[src/rtl/core/rra_pkg.sv]
// Shared types and constants for the register-type ALU with HI/LO.
// Used by rra_ram's users, rra_regfile, rra_muldiv and the top level.
// No dependencies.
package rra_pkg;

    localparam int XLEN     = 32;
    localparam int NUM_REGS = 32;
    localparam int RIDX_W   = 5;
    localparam int FUNCT_W  = 6;
    localparam int SHAMT_W  = 5;
    localparam int STATUS_W = 2;
    localparam int MD_STEPS = 32;
    localparam int STEP_W   = 5;

    // Function codes
    localparam logic [FUNCT_W-1:0] FN_SLL   = 6'h00;
    localparam logic [FUNCT_W-1:0] FN_SRL   = 6'h02;
    localparam logic [FUNCT_W-1:0] FN_MFHI  = 6'h10;
    localparam logic [FUNCT_W-1:0] FN_MTHI  = 6'h11;
    localparam logic [FUNCT_W-1:0] FN_MFLO  = 6'h12;
    localparam logic [FUNCT_W-1:0] FN_MTLO  = 6'h13;
    localparam logic [FUNCT_W-1:0] FN_MULT  = 6'h18;
    localparam logic [FUNCT_W-1:0] FN_MULTU = 6'h19;
    localparam logic [FUNCT_W-1:0] FN_DIVU  = 6'h1B;
    localparam logic [FUNCT_W-1:0] FN_ADD   = 6'h20;
    localparam logic [FUNCT_W-1:0] FN_ADDU  = 6'h21;
    localparam logic [FUNCT_W-1:0] FN_SUB   = 6'h22;
    localparam logic [FUNCT_W-1:0] FN_SUBU  = 6'h23;
    localparam logic [FUNCT_W-1:0] FN_AND   = 6'h24;
    localparam logic [FUNCT_W-1:0] FN_OR    = 6'h25;
    localparam logic [FUNCT_W-1:0] FN_XOR   = 6'h26;
    localparam logic [FUNCT_W-1:0] FN_NOR   = 6'h27;

    // Item kinds
    localparam logic KIND_EXEC = 1'b0;
    localparam logic KIND_LOAD = 1'b1;

    // Result status codes
    localparam logic [STATUS_W-1:0] STATUS_OK    = 2'd0;
    localparam logic [STATUS_W-1:0] STATUS_OVF   = 2'd1;
    localparam logic [STATUS_W-1:0] STATUS_DIV0  = 2'd2;
    localparam logic [STATUS_W-1:0] STATUS_UNSUP = 2'd3;

    typedef enum logic [1:0] {
        SEQ_IDLE,
        SEQ_EXEC,
        SEQ_MD_WAIT,
        SEQ_FINISH
    } seq_state_t;

    typedef enum logic [1:0] {
        MD_IDLE,
        MD_RUN,
        MD_FIX,
        MD_DONE
    } md_state_t;

    typedef enum logic {
        MD_MUL,
        MD_DIV
    } md_op_t;

    typedef struct packed {
        logic              en;
        logic [RIDX_W-1:0] addr;
        logic [XLEN-1:0]   data;
    } rf_wr_t;

    typedef struct packed {
        logic            start;
        md_op_t          op;
        logic            signed_op;
        logic [XLEN-1:0] a;
        logic [XLEN-1:0] b;
    } md_req_t;

    typedef struct packed {
        logic            done;
        logic [XLEN-1:0] hi;
        logic [XLEN-1:0] lo;
    } md_rsp_t;

endpackage

[src/rtl/core/risc_register_alu_with_hi_lo.sv]
// Register-type ALU with HI/LO: executes one decoded instruction per item.
// Input channel s_* carries an instruction or a register load; result channel
// m_* returns one result per item: the register write (if any), HI, LO, status.
// A transfer happens on a rising aclk edge with valid and ready both high.
// s_ready is high only while the sequencer is idle; one item is in work at a time.
// Register operands are read from the RAM-based register file on the accept edge.
// Simple operations go through the execute and finish steps before m_valid rises,
// and the next input transfer waits until the sequencer is back in idle. MULTU, DIVU
// and MULT of operands with equal signs wait in the sequencer's muldiv step while
// the shared 33-bit adder in rra_muldiv makes 32 passes, one bit per cycle.
// MULT of operands with opposite signs takes an extra step for the final
// negation; DIVU by a zero divisor takes the simple path.
// Results sit in an output register; a stalled receiver holds the sequencer in
// its finish step until the output register is taken, the next item waits.
// aresetn (synchronous, active low) makes all registers read as zero, zeroes HI
// and LO, clears m_valid and returns the sequencer to idle, so s_ready is high
// from the first reset edge on. Register 0 always reads zero.
// Depends on rra_pkg, rra_regfile, rra_muldiv.
module risc_register_alu_with_hi_lo (
    input  logic                           aclk,
    input  logic                           aresetn,
    input  logic                           s_valid,
    output logic                           s_ready,
    input  logic                           s_kind,
    input  logic [rra_pkg::FUNCT_W-1:0]    s_funct,
    input  logic [rra_pkg::RIDX_W-1:0]     s_src_a,
    input  logic [rra_pkg::RIDX_W-1:0]     s_src_b,
    input  logic [rra_pkg::RIDX_W-1:0]     s_dest,
    input  logic [rra_pkg::SHAMT_W-1:0]    s_shift_amount,
    input  logic [rra_pkg::XLEN-1:0]       s_load_value,
    output logic                           m_valid,
    input  logic                           m_ready,
    output logic                           m_write_done,
    output logic [rra_pkg::RIDX_W-1:0]     m_write_index,
    output logic [rra_pkg::XLEN-1:0]       m_write_value,
    output logic [rra_pkg::XLEN-1:0]       m_hi_value,
    output logic [rra_pkg::XLEN-1:0]       m_lo_value,
    output logic [rra_pkg::STATUS_W-1:0]   m_status
);

    rra_pkg::seq_state_t              state_reg, state_next;

    logic                             kind_reg;
    logic [rra_pkg::FUNCT_W-1:0]      funct_reg;
    logic [rra_pkg::RIDX_W-1:0]       dest_reg;
    logic [rra_pkg::SHAMT_W-1:0]      shamt_reg;
    logic [rra_pkg::XLEN-1:0]         load_reg;

    logic [rra_pkg::XLEN-1:0]         hi_reg;
    logic [rra_pkg::XLEN-1:0]         lo_reg;

    logic                             res_wr_reg;
    logic [rra_pkg::RIDX_W-1:0]       res_idx_reg;
    logic [rra_pkg::XLEN-1:0]         res_val_reg;
    logic [rra_pkg::STATUS_W-1:0]     res_status_reg;

    logic                             m_valid_reg;
    logic                             m_write_done_reg;
    logic [rra_pkg::RIDX_W-1:0]       m_write_index_reg;
    logic [rra_pkg::XLEN-1:0]         m_write_value_reg;
    logic [rra_pkg::XLEN-1:0]         m_hi_value_reg;
    logic [rra_pkg::XLEN-1:0]         m_lo_value_reg;
    logic [rra_pkg::STATUS_W-1:0]     m_status_reg;

    logic                             s_accept;
    logic                             out_load;
    logic [rra_pkg::XLEN-1:0]         op_a;
    logic [rra_pkg::XLEN-1:0]         op_b;
    logic [rra_pkg::XLEN-1:0]         sum;
    logic [rra_pkg::XLEN-1:0]         diff;

    logic                             wr_c;
    logic [rra_pkg::XLEN-1:0]         val_c;
    logic [rra_pkg::STATUS_W-1:0]     status_c;
    logic [rra_pkg::XLEN-1:0]         hi_c;
    logic [rra_pkg::XLEN-1:0]         lo_c;

    rra_pkg::rf_wr_t                  rf_wr;
    rra_pkg::md_req_t                 md_req;
    rra_pkg::md_rsp_t                 md_rsp;

    assign s_accept = s_valid && s_ready;
    assign s_ready  = (state_reg == rra_pkg::SEQ_IDLE);
    assign out_load = (state_reg == rra_pkg::SEQ_FINISH) && (!m_valid_reg || m_ready);

    rra_regfile u_regfile (
        .aclk     (aclk),
        .aresetn  (aresetn),
        .wr       (rf_wr),
        .rd_en    (s_accept),
        .rd_addr_a(s_src_a),
        .rd_addr_b(s_src_b),
        .rd_data_a(op_a),
        .rd_data_b(op_b)
    );

    rra_muldiv u_muldiv (
        .aclk   (aclk),
        .aresetn(aresetn),
        .req    (md_req),
        .rsp    (md_rsp)
    );

    assign sum  = op_a + op_b;
    assign diff = op_a - op_b;

    // Decode the item, execute the simple operations and start multiply/divide
    always_comb begin
        wr_c          = 1'b0;
        val_c         = '0;
        status_c      = rra_pkg::STATUS_OK;
        hi_c          = hi_reg;
        lo_c          = lo_reg;
        md_req.start  = 1'b0;
        md_req.op     = rra_pkg::MD_MUL;
        md_req.signed_op = 1'b0;
        md_req.a      = op_a;
        md_req.b      = op_b;
        if (kind_reg == rra_pkg::KIND_LOAD) begin
            wr_c  = 1'b1;
            val_c = load_reg;
        end else begin
            unique case (funct_reg) inside
                rra_pkg::FN_ADD: begin
                    val_c = sum;
                    if ((~(op_a ^ op_b) & (op_a ^ sum)) >> (rra_pkg::XLEN - 1) != '0) begin
                        status_c = rra_pkg::STATUS_OVF;
                    end else begin
                        wr_c = 1'b1;
                    end
                end
                rra_pkg::FN_SUB: begin
                    val_c = diff;
                    if (((op_a ^ op_b) & (op_a ^ diff)) >> (rra_pkg::XLEN - 1) != '0) begin
                        status_c = rra_pkg::STATUS_OVF;
                    end else begin
                        wr_c = 1'b1;
                    end
                end
                rra_pkg::FN_ADDU: begin wr_c = 1'b1; val_c = sum;  end
                rra_pkg::FN_SUBU: begin wr_c = 1'b1; val_c = diff; end
                rra_pkg::FN_AND:  begin wr_c = 1'b1; val_c = op_a & op_b; end
                rra_pkg::FN_OR:   begin wr_c = 1'b1; val_c = op_a | op_b; end
                rra_pkg::FN_XOR:  begin wr_c = 1'b1; val_c = op_a ^ op_b; end
                rra_pkg::FN_NOR:  begin wr_c = 1'b1; val_c = ~(op_a | op_b); end
                rra_pkg::FN_SLL:  begin wr_c = 1'b1; val_c = op_b << shamt_reg; end
                rra_pkg::FN_SRL:  begin wr_c = 1'b1; val_c = op_b >> shamt_reg; end
                rra_pkg::FN_MFHI: begin wr_c = 1'b1; val_c = hi_reg; end
                rra_pkg::FN_MFLO: begin wr_c = 1'b1; val_c = lo_reg; end
                rra_pkg::FN_MTHI: hi_c = op_a;
                rra_pkg::FN_MTLO: lo_c = op_a;
                rra_pkg::FN_MULT, rra_pkg::FN_MULTU: begin
                    md_req.start     = (state_reg == rra_pkg::SEQ_EXEC);
                    md_req.signed_op = (funct_reg == rra_pkg::FN_MULT);
                end
                rra_pkg::FN_DIVU: begin
                    if (op_b == '0) begin
                        status_c = rra_pkg::STATUS_DIV0;
                    end else begin
                        md_req.start = (state_reg == rra_pkg::SEQ_EXEC);
                        md_req.op    = rra_pkg::MD_DIV;
                    end
                end
                default: status_c = rra_pkg::STATUS_UNSUP;
            endcase
        end
        // drop writes to register 0
        if (dest_reg == '0) begin
            wr_c = 1'b0;
        end
    end

    assign rf_wr.en   = (state_reg == rra_pkg::SEQ_EXEC) && wr_c;
    assign rf_wr.addr = dest_reg;
    assign rf_wr.data = val_c;

    always_comb begin
        state_next = state_reg;
        unique case (state_reg)
            rra_pkg::SEQ_IDLE: if (s_valid) state_next = rra_pkg::SEQ_EXEC;
            rra_pkg::SEQ_EXEC: begin
                state_next = md_req.start ? rra_pkg::SEQ_MD_WAIT : rra_pkg::SEQ_FINISH;
            end
            rra_pkg::SEQ_MD_WAIT: if (md_rsp.done) state_next = rra_pkg::SEQ_FINISH;
            rra_pkg::SEQ_FINISH:  if (!m_valid_reg || m_ready) state_next = rra_pkg::SEQ_IDLE;
            default:              state_next = rra_pkg::SEQ_IDLE;
        endcase
    end

    always_ff @(posedge aclk) begin
        if (!aresetn) begin
            state_reg   <= rra_pkg::SEQ_IDLE;
            hi_reg      <= '0;
            lo_reg      <= '0;
            m_valid_reg <= 1'b0;
        end else begin
            state_reg <= state_next;
            if (state_reg == rra_pkg::SEQ_EXEC) begin
                hi_reg <= hi_c;
                lo_reg <= lo_c;
            end else if (state_reg == rra_pkg::SEQ_MD_WAIT && md_rsp.done) begin
                hi_reg <= md_rsp.hi;
                lo_reg <= md_rsp.lo;
            end
            if (out_load) begin
                m_valid_reg <= 1'b1;
            end else if (m_ready) begin
                m_valid_reg <= 1'b0;
            end
        end
    end

    // Payload registers: item fields, per-item result, output stage
    always_ff @(posedge aclk) begin
        if (s_accept) begin
            kind_reg  <= s_kind;
            funct_reg <= s_funct;
            dest_reg  <= s_dest;
            shamt_reg <= s_shift_amount;
            load_reg  <= s_load_value;
        end
        if (state_reg == rra_pkg::SEQ_EXEC) begin
            res_wr_reg     <= wr_c;
            res_idx_reg    <= wr_c ? dest_reg : '0;
            res_val_reg    <= wr_c ? val_c : '0;
            res_status_reg <= status_c;
        end
        if (out_load) begin
            m_write_done_reg  <= res_wr_reg;
            m_write_index_reg <= res_idx_reg;
            m_write_value_reg <= res_val_reg;
            m_hi_value_reg    <= hi_reg;
            m_lo_value_reg    <= lo_reg;
            m_status_reg      <= res_status_reg;
        end
    end

    assign m_valid       = m_valid_reg;
    assign m_write_done  = m_write_done_reg;
    assign m_write_index = m_write_index_reg;
    assign m_write_value = m_write_value_reg;
    assign m_hi_value    = m_hi_value_reg;
    assign m_lo_value    = m_lo_value_reg;
    assign m_status      = m_status_reg;

    a_one_item_at_a_time: assert property (@(posedge aclk) disable iff (!aresetn)
        s_accept |=> !s_ready)
        else $error("input taken while an item is in work");

    a_no_write_to_zero: assert property (@(posedge aclk) disable iff (!aresetn)
        rf_wr.en |-> rf_wr.addr != '0)
        else $error("register 0 written");

    a_md_start_in_exec: assert property (@(posedge aclk) disable iff (!aresetn)
        md_req.start |=> state_reg == rra_pkg::SEQ_MD_WAIT)
        else $error("muldiv started outside the execute step");

    a_fault_means_no_write: assert property (@(posedge aclk) disable iff (!aresetn)
        m_valid_reg && m_status_reg != rra_pkg::STATUS_OK
            && m_write_done_reg |-> 1'b0)
        else $error("faulting item reported a register write");

endmodule

[src/rtl/core/rra_ram.sv]
// Generic RAM: one write port, two read ports with registered read data.
// No dependencies.
module rra_ram #(
    parameter int WIDTH = 32,
    parameter int DEPTH = 32
) (
    input  logic                     aclk,
    input  logic                     wr_en,
    input  logic [$clog2(DEPTH)-1:0] wr_addr,
    input  logic [WIDTH-1:0]         wr_data,
    input  logic                     rd_en,
    input  logic [$clog2(DEPTH)-1:0] rd_addr_a,
    input  logic [$clog2(DEPTH)-1:0] rd_addr_b,
    output logic [WIDTH-1:0]         rd_data_a,
    output logic [WIDTH-1:0]         rd_data_b
);

    logic [WIDTH-1:0] mem [DEPTH];

    always_ff @(posedge aclk) begin
        if (wr_en) begin
            mem[wr_addr] <= wr_data;
        end
        if (rd_en) begin
            rd_data_a <= mem[rd_addr_a];
            rd_data_b <= mem[rd_addr_b];
        end
    end

endmodule

[src/rtl/core/rra_regfile.sv]
// Register file: RAM plus per-entry valid bits so reset reads as zero.
// Register 0 always reads zero. Depends on rra_pkg and rra_ram.
module rra_regfile (
    input  logic                        aclk,
    input  logic                        aresetn,
    input  rra_pkg::rf_wr_t             wr,
    input  logic                        rd_en,
    input  logic [rra_pkg::RIDX_W-1:0]  rd_addr_a,
    input  logic [rra_pkg::RIDX_W-1:0]  rd_addr_b,
    output logic [rra_pkg::XLEN-1:0]    rd_data_a,
    output logic [rra_pkg::XLEN-1:0]    rd_data_b
);

    logic [rra_pkg::NUM_REGS-1:0] valid_reg;
    logic                         ok_a_reg;
    logic                         ok_b_reg;
    logic [rra_pkg::XLEN-1:0]     ram_a;
    logic [rra_pkg::XLEN-1:0]     ram_b;

    rra_ram #(
        .WIDTH(rra_pkg::XLEN),
        .DEPTH(rra_pkg::NUM_REGS)
    ) u_ram (
        .aclk     (aclk),
        .wr_en    (wr.en),
        .wr_addr  (wr.addr),
        .wr_data  (wr.data),
        .rd_en    (rd_en),
        .rd_addr_a(rd_addr_a),
        .rd_addr_b(rd_addr_b),
        .rd_data_a(ram_a),
        .rd_data_b(ram_b)
    );

    always_ff @(posedge aclk) begin
        if (!aresetn) begin
            valid_reg <= '0;
            ok_a_reg  <= 1'b0;
            ok_b_reg  <= 1'b0;
        end else begin
            if (wr.en) begin
                valid_reg[wr.addr] <= 1'b1;
            end
            if (rd_en) begin
                ok_a_reg <= valid_reg[rd_addr_a] && (rd_addr_a != '0);
                ok_b_reg <= valid_reg[rd_addr_b] && (rd_addr_b != '0);
            end
        end
    end

    assign rd_data_a = ok_a_reg ? ram_a : '0;
    assign rd_data_b = ok_b_reg ? ram_b : '0;

endmodule

[src/rtl/core/rra_muldiv.sv]
// Iterative multiply/divide unit: one shared 33-bit adder, one bit per cycle.
// Shift-add multiply (signed via magnitudes) and restoring unsigned divide.
// Depends on rra_pkg.
module rra_muldiv (
    input  logic             aclk,
    input  logic             aresetn,
    input  rra_pkg::md_req_t req,
    output rra_pkg::md_rsp_t rsp
);

    rra_pkg::md_state_t          state_reg, state_next;
    rra_pkg::md_op_t             op_reg;
    logic                        neg_reg;
    logic [rra_pkg::STEP_W-1:0]  count_reg;
    logic [rra_pkg::XLEN-1:0]    opnd_reg;
    logic [rra_pkg::XLEN:0]      acc_hi_reg;
    logic [rra_pkg::XLEN-1:0]    acc_lo_reg;

    logic [rra_pkg::XLEN-1:0]    a_mag;
    logic [rra_pkg::XLEN-1:0]    b_mag;
    logic [rra_pkg::XLEN:0]      add_a;
    logic [rra_pkg::XLEN:0]      add_b;
    logic                        add_sub;
    logic [rra_pkg::XLEN+1:0]    add_res;
    logic [2*rra_pkg::XLEN-1:0]  neg_prod;
    logic                        last_step;

    assign a_mag = (req.signed_op && req.a[rra_pkg::XLEN-1]) ? (~req.a + 1'b1) : req.a;
    assign b_mag = (req.signed_op && req.b[rra_pkg::XLEN-1]) ? (~req.b + 1'b1) : req.b;

    // Shared adder: add partial product, or trial-subtract the divisor
    always_comb begin
        if (op_reg == rra_pkg::MD_DIV) begin
            add_a   = {acc_hi_reg[rra_pkg::XLEN-1:0], acc_lo_reg[rra_pkg::XLEN-1]};
            add_b   = {1'b0, opnd_reg};
            add_sub = 1'b1;
        end else begin
            add_a   = acc_hi_reg;
            add_b   = acc_lo_reg[0] ? {1'b0, opnd_reg} : '0;
            add_sub = 1'b0;
        end
        add_res = {1'b0, add_a} + {1'b0, (add_sub ? ~add_b : add_b)}
                + {{(rra_pkg::XLEN+1){1'b0}}, add_sub};
    end

    assign neg_prod  = ~{acc_hi_reg[rra_pkg::XLEN-1:0], acc_lo_reg} + 1'b1;
    assign last_step = (count_reg == rra_pkg::STEP_W'(rra_pkg::MD_STEPS - 1));

    always_comb begin
        state_next = state_reg;
        unique case (state_reg)
            rra_pkg::MD_IDLE: if (req.start) state_next = rra_pkg::MD_RUN;
            rra_pkg::MD_RUN: begin
                if (last_step) begin
                    state_next = neg_reg ? rra_pkg::MD_FIX : rra_pkg::MD_DONE;
                end
            end
            rra_pkg::MD_FIX:  state_next = rra_pkg::MD_DONE;
            rra_pkg::MD_DONE: state_next = rra_pkg::MD_IDLE;
            default:          state_next = rra_pkg::MD_IDLE;
        endcase
    end

    always_ff @(posedge aclk) begin
        if (!aresetn) begin
            state_reg <= rra_pkg::MD_IDLE;
        end else begin
            state_reg <= state_next;
        end
    end

    always_ff @(posedge aclk) begin
        if (state_reg == rra_pkg::MD_IDLE && req.start) begin
            op_reg     <= req.op;
            neg_reg    <= req.signed_op && (req.a[rra_pkg::XLEN-1] ^ req.b[rra_pkg::XLEN-1]);
            count_reg  <= '0;
            opnd_reg   <= b_mag;
            acc_lo_reg <= a_mag;
            acc_hi_reg <= '0;
        end else if (state_reg == rra_pkg::MD_RUN) begin
            count_reg <= count_reg + 1'b1;
            if (op_reg == rra_pkg::MD_DIV) begin
                // keep the trial difference when it did not borrow
                if (add_res[rra_pkg::XLEN+1]) begin
                    acc_hi_reg <= add_res[rra_pkg::XLEN:0];
                end else begin
                    acc_hi_reg <= add_a;
                end
                acc_lo_reg <= {acc_lo_reg[rra_pkg::XLEN-2:0], add_res[rra_pkg::XLEN+1]};
            end else begin
                acc_hi_reg <= {1'b0, add_res[rra_pkg::XLEN:1]};
                acc_lo_reg <= {add_res[0], acc_lo_reg[rra_pkg::XLEN-1:1]};
            end
        end else if (state_reg == rra_pkg::MD_FIX) begin
            acc_hi_reg <= {1'b0, neg_prod[2*rra_pkg::XLEN-1:rra_pkg::XLEN]};
            acc_lo_reg <= neg_prod[rra_pkg::XLEN-1:0];
        end
    end

    assign rsp.done = (state_reg == rra_pkg::MD_DONE);
    assign rsp.hi   = acc_hi_reg[rra_pkg::XLEN-1:0];
    assign rsp.lo   = acc_lo_reg;

    a_start_when_idle: assert property (@(posedge aclk) disable iff (!aresetn)
        req.start |-> state_reg == rra_pkg::MD_IDLE)
        else $error("muldiv started while busy");

    a_fix_only_signed: assert property (@(posedge aclk) disable iff (!aresetn)
        state_reg == rra_pkg::MD_FIX |-> neg_reg && op_reg == rra_pkg::MD_MUL)
        else $error("negation pass on unsigned operation");

    a_done_after_run: assert property (@(posedge aclk) disable iff (!aresetn)
        $rose(rsp.done) |-> $past(state_reg) == rra_pkg::MD_RUN
                         || $past(state_reg) == rra_pkg::MD_FIX)
        else $error("muldiv done without running");

endmodule

[config.mk]
export PLATFORM = sky130hd
export DESIGN_NAME = risc_register_alu_with_hi_lo
export DESIGN_NICKNAME = d
export VERILOG_FILES = /design/src/rtl/core/rra_pkg.sv /design/src/rtl/core/risc_register_alu_with_hi_lo.sv /design/src/rtl/core/rra_ram.sv /design/src/rtl/core/rra_regfile.sv /design/src/rtl/core/rra_muldiv.sv
export SDC_FILE = /design/constraint.sdc
export NUM_CORES = 2
export LEC_CHECK = 0
export BUFFER_PORTS_ARGS = -buffer_cell sky130_fd_sc_hd__buf_2
export CAP_MARGIN = 10
export CORE_ASPECT_RATIO = 1.1
export CORE_MARGIN = 4
export CORE_UTILIZATION = 40
export CTS_CLUSTER_SIZE = 14
export DETAILED_ROUTE_END_ITERATION = 8
export PLACE_DENSITY_LB_ADDON = 0.3
export SLEW_MARGIN = 25
export SYNTH_ARGS = -nofsm -noshare
export SYNTH_HDL_FRONTEND = slang
export SYNTH_SLANG_ARGS = --single-unit
[constraint.sdc]
create_clock -name aclk -period 9.8 [get_ports aclk]
set_clock_uncertainty 0.1 [all_clocks]
set_input_delay 0.49 -clock aclk [delete_from_list [all_inputs] [get_ports aclk]]
set_output_delay 0.49 -clock aclk [all_outputs]
set_load 0.005 [all_outputs]
==> impl_table.tex <==
\begin{tabular}{lr}
\hline
Metric & Value \\
\hline
\multicolumn{2}{l}{\textbf{Min path}} \\
Worst Hold Launch & m\_ready \\
WHS Endpoint & m\_valid \\
Number of stages on the worst hold path & 3 \\
HP Class & in -> reg \\
\multicolumn{2}{l}{\textbf{Synthesis}} \\
EDFF count, synth & 1,347 \\
Ys Warns & 0 \\
Cell with the most instances after synthesis & sky130\_fd\_sc\_hd\_\_edfxtp\_1 \\
Largest area contributor in the synthesized netlist & sky130\_fd\_sc\_hd\_\_edfxtp\_1 \\
Post-Syn Area per Cell & 14.2 um2 \\
Async set-or-reset flop fraction in the synthesized netlist & 0\% \\
Sequential fraction of the synthesis area & 54.3\% \\
Top-area cell type share of the netlist area & 50.8\% \\
Total of flip-flops plus latches after synthesis & 1,487 \\
Distinct cell type count of the synthesized netlist & 94 \\
Synth top area cells & sky130\_fd\_sc\_hd\_\_edfxtp\_1 (51\%), sky130\_fd\_sc\_hd\_\_mux4\_2 (19\%), sky130\_fd\_sc\_hd\_\_dfxtp\_1 (3.5\%), sky130\_fd\_sc\_hd\_\_mux2i\_1 (2.5\%), sky130\_fd\_sc\_hd\_\_ha\_1 (1.9\%) \\
Post-synthesis instance total & 5,592 \\
Netlist area before placement & 79,700 um2 \\
Predominant post-synthesis flop cell & sky130\_fd\_sc\_hd\_\_edfxtp\_1 \\
List of most frequent post-synthesis cells & sky130\_fd\_sc\_hd\_\_edfxtp\_1 (1,347), sky130\_fd\_sc\_hd\_\_mux4\_2 (670), sky130\_fd\_sc\_hd\_\_nand2\_1 (341) \\
\multicolumn{2}{l}{\textbf{Setup path}} \\
Reg-to-reg startpoint & u\_regfile.ok\_a\_reg \\
Kind of capture point of the worst setup path & register \\
CP startpoint kind & register \\
Series of cell instances along the critical path & buf\_4 > and2\_1 > inv\_1 > ha\_1 > o32ai\_1 > nor4b\_2 > and2\_1 > o41a\_1 > nand2\_1 > mux2\_1 > a32oi\_1 > o21a\_2 > nor4\_2 > buf\_4 \\
Reg2reg path depth & 14 \\
Library cell contributing the largest single delay on the critical path & sky130\_fd\_sc\_hd\_\_nor4\_2 \\
Buf+Inv Stages, Crit Path & 3 \\
Worst reg2reg setup slack & 2950 ps \\
Maximum fanout along the worst path & 37 \\
Classification of the worst setup path & reg -> reg \\
Critical Path Stages & 14 \\
CP delay by family, top & simple AND/OR/NAND/NOR gates \\
Worst reg2reg path endpoint & u\_regfile.u\_ram.mem[7][6] \\
Endpoint required time on the critical path & 10,150 ps \\
CP peak stage delay & 960 ps \\
Arrival time worst endpoint & 7200 ps \\
\multicolumn{2}{l}{\textbf{Power and ir drop}} \\
Pwr dens & 199 nW/um2 \\
Worst vdd rail ir drop & 0.158 mV \\
Pleak & 29.5 nW \\
\multicolumn{2}{l}{\textbf{Timing}} \\
Actual transition at the worst max-transition pin & 1080 ps \\
Unrepaired setup endpoints after global routing & no \\
F\_max & 146 MHz \\
Number of hold violations in the final report & 0 \\
Final setup violation count & 0 \\
Final-layout worst hold slack & 142 ps \\
Shortest period the worst path allows & 6850 ps \\
Number of slew-limit violations in the final report & 0 \\
Setup TNS & 0 ps \\
Max-Slew Margin vs Limit & 27.8\% \\
Share of the clock period used by the worst path after layout & 69.9\% \\
\multicolumn{2}{l}{\textbf{Outcome}} \\
Outcome & finished, final reports clean \\
\multicolumn{2}{l}{\textbf{CTS}} \\
CTS sink cnt & 1,487 \\
TritonCTS clock tree & yes \\
Total clock buffers created by CTS & 161 \\
Maximum level of the CTS H-tree & 4 \\
Clock-pin slew on the worst setup and hold paths & 70 ps \\
Master cell of the clock root buffer & sky130\_fd\_sc\_hd\_\_clkbuf\_16 \\
Clock network latency to the later pin of the worst-skew pair & 820 ps \\
Largest buffer count on any clock path & 3 \\
\multicolumn{2}{l}{\textbf{Placement}} \\
PortBufs & 168 \\
Routability congestion estimate from global placement & 1.03 \\
Hpwl dp & 188,000 um \\
\multicolumn{2}{l}{\textbf{Route}} \\
Remaining routing DRC violations & 0 \\
Post-detailed-route count of antenna-violating nets & 0 \\
Number of violations reported at the end of detailed-routing iteration 0 & 6,260 \\
Avg WL per Cell & 32.2 um \\
Aggregate routed wire length & 272,000 um \\
Via Count & 53,600 \\
Router iterations before antenna repair & 8 \\
Via/cell ratio & 6.36 \\
\multicolumn{2}{l}{\textbf{Global routing}} \\
Number of antenna violations at the first check in global routing & 24 \\
Vias in the first global route & 52,000 \\
Wire length of the first global-routing pass & 385,000 um \\
Global router's overall resource usage & 25.7\% \\
Maximum number of pins on one net before global-route repair & 128 \\
Total congestion overflow after global routing & 0 \\
\multicolumn{2}{l}{\textbf{Floorplan}} \\
I/O pin cnt & 169 \\
Starting Density & 40.3\% \\
Chip Width & 434 um \\
Floorplan row count & 171 \\
Die outline height & 476 um \\
Core ar. & 198,000 um2 \\
Die area & 206,000 um2 \\
\multicolumn{2}{l}{\textbf{Final layout}} \\
Net count, final & 5,892 \\
Fraction of layout instances using a drive strength above 1 & 24.7\% \\
P\&R area growth vs syn & 12.4\% \\
Max reg flops & 1,024 \\
\multicolumn{2}{l}{\textbf{Run}} \\
Max-Cap Viols & 0 \\
\hline
\end{tabular}
-- cell usage in the layout (no fill, tap or decap), drive strengths merged, types with 21 or more instances in the layout --
cell / Yosys / routed
nor4: 43 / 43
xnor2: 136 / 136
inv: 119 / 125
nand2: 343 / 343
o21ai: 280 / 280
clkinv: 2 / 69
and3: 22 / 22
or3: 32 / 32
a221oi: 36 / 36
ha: 122 / 122
xor2: 43 / 43
and2: 46 / 46
a311oi: 21 / 21
nand2b: 43 / 43
edfxtp: 1347 / 1347
buf: 143 / 306
a22o: 31 / 31
nor3: 97 / 97
nand3: 76 / 76
a31oi: 46 / 46
a21oi: 225 / 225
o31ai: 23 / 23
mux4: 670 / 670
conb: 1 / 32
mux2: 112 / 112
nor2: 338 / 338
o211ai: 48 / 48
clkbuf: 292 / 203
mux2i: 196 / 196
a21o: 30 / 30
dfxtp: 140 / 140
nor2b: 62 / 62
dlygate4sd3: 0 / 49
o22ai: 31 / 31
nand4: 26 / 26
a211oi: 111 / 111
-- tightest hold or removal path, stage by stage --
cell and delay [ps]:
sky130_fd_sc_hd__buf_2 80, sky130_fd_sc_hd__nor2b_1 130, sky130_fd_sc_hd__o21a_1 260
-- kinds of logic after synthesis --
| logic type | synth area share, % |
|---|---|
| mux | 23.0 |
| buf+inv | 2.71 |
| compound gates | 8.90 |
| other cells | 0.00471 |
| simple gates | 7.21 |
| flops | 54.3 |
| fa+ha+maj | 1.94 |
| xor+xnor | 1.97 |
-- power breakdown --
group          internal (W)  leakage [nW]  switching, W
combinational       0.00131          13.5       0.00239
sequential          0.00764          13.5      0.000505
clock               0.00335          2.50       0.00262
-- cell type report --
cell class	instances	area [um2]
sequential	1487	43300
antenna	6	15.0
tap	2595	3250
clock inverter	86	811
clock buffer	203	4370
timing repair buffer	355	2560
fill	17500	108000
inverter	121	460
multi-input combinational	3580	34800
-- routing by layer --
layer / vias up / global-route usage, % / share of wire (%)
met5: - / 0 / 0
li1: 22700 / - / -
met4: 0 / 9.41 / 4.1
met2: 2563 / 42.2 / 49
met1: 27900 / 34.6 / 39
met3: 440 / 4.18 / 7.8
-- how the worst max path moves through the flow --
stage | slack [ps] | to | from
global route | 2720 | u_regfile.u_ram.mem[25][2] | u_regfile.ok_a_reg
finish | 2950 | u_regfile.u_ram.mem[7][6] | u_regfile.ok_a_reg
CTS | 3090 | u_regfile.u_ram.mem[25][2] | u_regfile.ok_a_reg
floorplan | 1350 | u_regfile.u_ram.mem[25][0] | u_regfile.ok_a_reg
global placement | 2910 | u_regfile.u_ram.mem[6][11] | u_regfile.ok_a_reg
detailed placement | 3100 | u_regfile.u_ram.mem[6][11] | u_regfile.ok_a_reg
-- metrics by stage --
step                power (W)  instance area [um2]  utilization, %  std cells  setup WS [ps]
detailed placement     0.0119                83800            42.4       8086           3100
global placement       0.0118                83700            42.4       8086           2910
global route           0.0185                89600            45.3       8429           2720
finish                 0.0178                89600            45.3       8433           2950
CTS                    0.0179                89400            45.2       8424           3090
floorplan              0.0105                79800               -       5623           1350
-- repair_timing --
action / CTS / global route
endpoints found under the hold margin: 49 / 0
hold buffers: 49 / 0
gates resized for setup: 0 / 0
setup buffers: 0 / 0
No activity file was read; power rests on OpenSTA's default activity.
